## src/rtl/core/nearest_segment_projection_search_top_defines.svh

```systemverilog
// Assertion macros for the RTL, used by nsps_back
`ifndef NEAREST_SEGMENT_PROJECTION_SEARCH_TOP_DEFINES_SVH
`define NEAREST_SEGMENT_PROJECTION_SEARCH_TOP_DEFINES_SVH
`ifndef SYNTH
`define NSP_ASSERT_IMPL(label, clk, rst, ante, cons, msg) \
   label: assert property (@(posedge clk) disable iff (rst) (ante) |-> (cons)) else $error(msg);
`define NSP_ASSERT_NEXT(label, clk, rst, ante, cons, msg) \
   label: assert property (@(posedge clk) disable iff (rst) (ante) |=> (cons)) else $error(msg);
`else
`define NSP_ASSERT_IMPL(label, clk, rst, ante, cons, msg)
`define NSP_ASSERT_NEXT(label, clk, rst, ante, cons, msg)
`endif
`endif

```

## src/rtl/core/nsps_pkg.sv

```systemverilog
`default_nettype none
package nsps_pkg;
   localparam int unsigned CoordWidth = 32;
   localparam int unsigned IndexWidth = 16;
   localparam int unsigned ParamWidth = 16;
   localparam int unsigned DotWidth   = 72;
   localparam int unsigned SqWidth    = 128;
   localparam int unsigned QueueDepthDefault = 2;
   localparam logic [31:0] DistReset = 32'd65536000;

   localparam logic [1:0] RegQueryX = 2'd0;
   localparam logic [1:0] RegQueryY = 2'd1;
   localparam logic [1:0] RegQueryZ = 2'd2;
   localparam logic [1:0] RegMaxDist = 2'd3;

   typedef struct packed {
      logic signed [32:0] s0;
      logic signed [32:0] s1;
      logic signed [32:0] s2;
      logic signed [33:0] v10;
      logic signed [33:0] v11;
      logic signed [33:0] v12;
      logic [DotWidth-1:0] a;
      logic [DotWidth-1:0] b;
      logic                qual;
      logic [IndexWidth-1:0] index;
      logic                last;
   } work_type;

   typedef enum logic [2:0] {
      BK_IDLE, BK_DIV, BK_FOOT, BK_SQ, BK_SQRT, BK_UPD, BK_EMIT
   } back_state_type;

   typedef enum logic [2:0] {
      FR_IDLE, FR_D0, FR_D1, FR_D2, FR_PUSH
   } front_state_type;
endpackage
`default_nettype wire

```

## src/rtl/core/nsps_queue.sv

```systemverilog
`default_nettype none
module nsps_queue import nsps_pkg::*; #(
   parameter int unsigned Depth = QueueDepthDefault
) (
   input  wire logic clock,
   input  wire logic reset,
   input  wire logic     wr_valid,
   output logic     wr_ready,
   input  wire work_type wr_data,
   output logic     rd_valid,
   input  wire logic rd_ready,
   output work_type rd_data
);
   localparam int unsigned AW = (Depth > 1) ? $clog2(Depth) : 1;
   work_type mem_ff [Depth];
   logic [AW-1:0] wp_ff, rp_ff;
   logic [AW:0] cnt_ff;
   logic wr, rd;

   assign wr_ready = (cnt_ff != (AW+1)'(Depth));
   assign rd_valid = (cnt_ff != '0);
   assign rd_data  = mem_ff[rp_ff];
   assign wr = wr_valid && wr_ready;
   assign rd = rd_valid && rd_ready;

   always_ff @(posedge clock) begin
      if (reset) begin
         wp_ff <= '0; rp_ff <= '0; cnt_ff <= '0;
      end else begin
         if (wr) wp_ff <= (wp_ff == AW'(Depth-1)) ? '0 : wp_ff + 1'b1;
         if (rd) rp_ff <= (rp_ff == AW'(Depth-1)) ? '0 : rp_ff + 1'b1;
         cnt_ff <= cnt_ff + (AW+1)'(wr) - (AW+1)'(rd);
      end
      if (wr) mem_ff[wp_ff] <= wr_data;
   end
endmodule
`default_nettype wire

```

## config.mk

```make
export PLATFORM = sky130hd
export DESIGN_NAME = nsps_queue
export DESIGN_NICKNAME = d
export VERILOG_FILES = /design/src/rtl/core/nearest_segment_projection_search_top_defines.svh /design/src/rtl/core/nsps_pkg.sv /design/src/rtl/core/nsps_queue.sv
export SDC_FILE = /design/constraint.sdc
export NUM_CORES = 1
export LEC_CHECK = 0
export BUFFER_PORTS_ARGS = -buffer_cell sky130_fd_sc_hd__buf_2
export CORE_AREA = 2 2 286 288
export DETAILED_ROUTE_END_ITERATION = 10
export DIE_AREA = 0 0 288 290
export GPL_TIMING_DRIVEN = 0
export SYNTH_ARGS = -nofsm -noshare
export SYNTH_HDL_FRONTEND = slang
export SYNTH_SLANG_ARGS = --single-unit
export TNS_END_PERCENT = 5
```

## constraint.sdc

```tcl
create_clock -name clock -period 12 [get_ports clock]
set_clock_uncertainty 0.1 [all_clocks]
set_input_delay 2.4 -clock clock [delete_from_list [all_inputs] [get_ports clock]]
set_output_delay 2.4 -clock clock [all_outputs]
set_load 0.005 [all_outputs]
```

# Word level (Yosys, flattened, before mapping)
# Memory sizes are Yosys's and may differ from the RTL's. A register that Yosys moved wholly into a read port is not among the register bits.
# Cells that the tools add are included.
# Widths: inputs -> output; s select.
# op_classes
addsub	4
n_eq_ne	1
muxes	6
n_reduce_logical	3
# ops
operator	count
$mux 1	6
$add 1x1->1 const B	2
$add 2x1->2	1
$logic_and 1x1->1	2
$ne 2x2->1 const B	1
$reduce_bool 2->1	1
$sub 2x1->2	1
# totals
ff_bits	4
ramBits	726
in_bits	367
out_inout_bits	365
wordCells	18
mem_count	1
# memory_table
memory	words	word_bits	read_ports	rd_clocked_by_memory_dff	write_ports	line	text
mem_ff	2	363	1	1	1	nsps_queue.sv:15	work_type mem_ff [Depth];

# Longest topological paths before layout
# depth
word_depth	4
ltp_mapped	6
depth_no_buf	6

# Worst setup path after synthesis
# OpenSTA, ideal clock, no wires.
# synth_path
path_kind	in2reg
startpoint	input port wr_valid
endpoint	memory mem_ff[1][0] (netlist bit) (enable)
setup_time_ns	0.774
arrival_ns	10.692
required_ns	11.126
setup_slack_ns	0.433
path_stages	1
path_buffers	0
path_cell_list	and3_1
# synth_between
elab_chain_cells	3
# synth_lines
element	line	text
start: declaration	nsps_queue.sv:7	input wire logic wr_valid,
$logic_and 1x1->1	nsps_queue.sv:23	assign wr = wr_valid && wr_ready;
$mux 1	nsps_queue.sv:34	if (wr) mem_ff[wp_ff] <= wr_data;
$mux 1 (not written as such)	nsps_queue.sv:34	
end: declaration	nsps_queue.sv:15	
# No other way between the ends.

==> results.md <==
- Sw Ratio: approximately a quarter
- GRT Total Usage: approximately 14%
- Data required time of the critical path: 9.50 ns
- Initial antenna violation count: 20
- Reg2reg start: cnt_ff[0]
- Clock-pin slew on the worst setup and hold paths: 0.06 ns
- Sequential power share: 46.6%
- Gr ovfl total: 0
- R2R depth: 5
- Critical path class: reg2out
- Outcome: completed
- GP Congestion: around 0.78
- Row count: 104
- Synth-to-Final Area Change: 28.9%
- Die span in x: 288 um
- # setup viols final: 0
- Mapped Area: 0.0267 sq mm
- I/O Pins: 732
- Die Ht: 290 um
- First-pass GRT wire length: 89500 um
- Setup crit end: rd_data[117]
- Setup crit end kind: output pin
- Peak supply drop: 158 uV
- Post-place instance area: 0.0319 sq mm
- Leakage: 0.0129 uW
- Unrepaired setup endpoints after global routing: false
- Filler Cells Inserted: 7118
- Initial DRC Count: 611
- Worst Min Path Start: rp_ff
- Clock share of power: 33.7%
- Worst-margin pin slew: roughly 0.8 ns
- FF-to-FF setup slack: ~9.2 ns
- Clk root buf: clkbuf_16
- Post-route minimum period: between 5 and 6 ns
- Max-slew headroom: roughly half
- Final hold violations: 0
- DR vias: 13.7k
- Internal Pwr Total: 5100 uW
- Fmax: 200 MHz
- Final ANT Viol Nets: 0
- Max-Cap Viols: 0
- CTS Buf Count: 77
- Period Utilization, post-route: approximately two fifths
- Detailed Place HPWL: 44900 um
- Post-synth net total: 1526
- Hold crit path type: reg2reg
- Vias/cell: around 4.4
- Number of H-tree levels: 3
- Max-slew violations: 0
- Placeable Area: 0.0802 sq mm
- Comb power frac: 19.7%
- Mapped Cells: 1158
- FF+latch count, synth: 731
- P_sw: 1680 uW
- R2R Path End: mem_ff[0][113]
- Max Fanout on Critical Path: 10
- # hold bufs at CTS: 0
- Synth Warn #: 0
- Starting Density: approximately a third
- Routed WL: 62400 um
- Maximum clock insertion buffer count: 3
- Drt first pass iters: 4
- Pwr Density: 197 mW/mm^2
- Buffers on Ports: 731
- Share of cells above drive strength 1: 61.4%
- Final Total Pwr: 6780 uW
- TritonCTS clock tree: built
- Setup repair bufs after CTS: 0
- Design Area, Final: 0.0344 sq mm
- Gates resized, CTS repair: 0
- Nets: 2345
- Critical Path Start Type: flop
- Die area: 0.0835 sq mm
- Clock latency on the worst-skew pair: around 0.6 ns
- Number of global-route vias before repair: 14.8k
- Syn avg cell area: 23.0 sq um
- Largest net degree at the start of global routing: 122
- Reg area: 0.0219 sq mm
- Synth unique cells: 21
- Drt wl/cell: 20.1 um
- DRC viols: 0
- Worst endpoint data arrival time: 2.50 ns
- Area of the multi-input gates: ~0.0045 sq mm
- Sequential area share after synthesis: 82.2%
- Sink Count: roughly 730
routing by layer:
| layer | up-vias | track usage [%] | share of wire (%) |
|---|---|---|---|
| met4 | 20 | 4.69 | 2.5 |
| met1 | 6743 | 14.5 | 34 |
| met2 | 545 | 25.9 | 52 |
| met3 | 125 | 6.38 | 11 |
| met5 | - | 0 | 0.22 |
| li1 | 6309 | - | - |
power by group through the flow:
stage	combinational (uW)	sequential (uW)	clock, uW
2_1_floorplan	733	3300	0
5_1_grt	1450	3180	2460
4_1_cts	1380	3160	2350
3_3_place_gp	1330	3360	0
6_report	1340	3160	2280
3_5_place_dp	1370	3210	0
state kept, by name, summed over array words and instances, names as in the netlist, named ones only:
signal  count
mem_ff    726
cnt_ff      2
rp_ff       1
wp_ff       1
how the worst min path moves through the flow:
stage / to / cells past startpoint
after floorplan: flop / 2
after global placement: rp_ff / 2
after detailed placement: flop / 2
after CTS: rp_ff / 2
after global routing: rp_ff / 2
final: rp_ff / 2
logic make-up after synthesis:
family                   after synthesis  synth area share [%]
flip-flops                           731                  82.2
multiplexers                         364                  16.4
buffers and inverters                 41                 0.953
AND/OR/NAND/NOR                       13                 0.258
AO/OA/AOI/OAI                          7                 0.192
XOR/XNOR                               1                0.0329
adder cells (fa/ha/maj)                1                0.0469
through the flow:
stage               hold slack, ns  std cells  setup TNS [ns]  setup slack, ns  utilization (%)
floorplan                    0.372       1158               0            0.433                -
global placement             0.385       2949        -2270.24            -4.10             39.5
detailed placement           0.395       2958               0             7.28             39.8
CTS                          0.419       3099               0             6.78             42.9
global route                 0.472       3104               0             6.81             42.9
finish                       0.417       3105               0             7.00             42.9
critical path, cell delays in order (launching register included):
cell	delay (ns)
dfxtp_1	0.34
buf_2	0.38
buf_2	0.61
mux2_2	0.41
buf_2	0.15
final cells by class:
class	count	area share (%)
Clock buffer	99	5.97
Antenna cell	6	0.0437
Sequential cell	731	63.7
Inverter	1	0.0328
Timing Repair Buffer	740	11.4
Multi-Input combinational cell	386	13.1
Tap cell	1060	3.86
Buffer	40	0.728
Clock inverter	42	1.15
Yosys cell counts:
| library cell | n | area share, % |
|---|---|---|
| mux2_2 | 294 | 12 |
| inv_1 | 1 | 0.014 |
| nor2_1 | 5 | 0.070 |
| nand3b_1 | 1 | 0.028 |
| a21bo_2 | 2 | 0.075 |
| xor2_1 | 1 | 0.033 |
| nor2b_1 | 3 | 0.070 |
| dfxtp_1 | 5 | 0.38 |
| a21oi_1 | 1 | 0.019 |
| a32oi_1 | 1 | 0.033 |
| or2_2 | 1 | 0.023 |
| ha_1 | 1 | 0.047 |
| and3_1 | 1 | 0.023 |
| buf_2 | 32 | 0.60 |
| buf_6 | 8 | 0.34 |
| nand2b_1 | 1 | 0.023 |
| nand3_1 | 1 | 0.019 |
| a211oi_1 | 1 | 0.028 |
| edfxtp_1 | 726 | 82 |
| o21ai_0 | 2 | 0.038 |
| mux2_4 | 70 | 3.9 |
cell usage in the layout (no fill, tap or decap), drive strengths merged:
cell type / n
a211oi: 1
a21bo: 2
a21oi: 1
a32oi: 1
and3: 1
buf: 780
bufinv: 5
clkbuf: 99
clkinv: 33
dfxtp: 5
diode: 6
edfxtp: 726
ha: 1
inv: 5
mux2: 364
nand2b: 1
nand3: 1
nand3b: 1
nor2: 5
nor2b: 3
o21ai: 2
or2: 1
xor2: 1
Note: power is estimated with default switching activity, not from simulation.
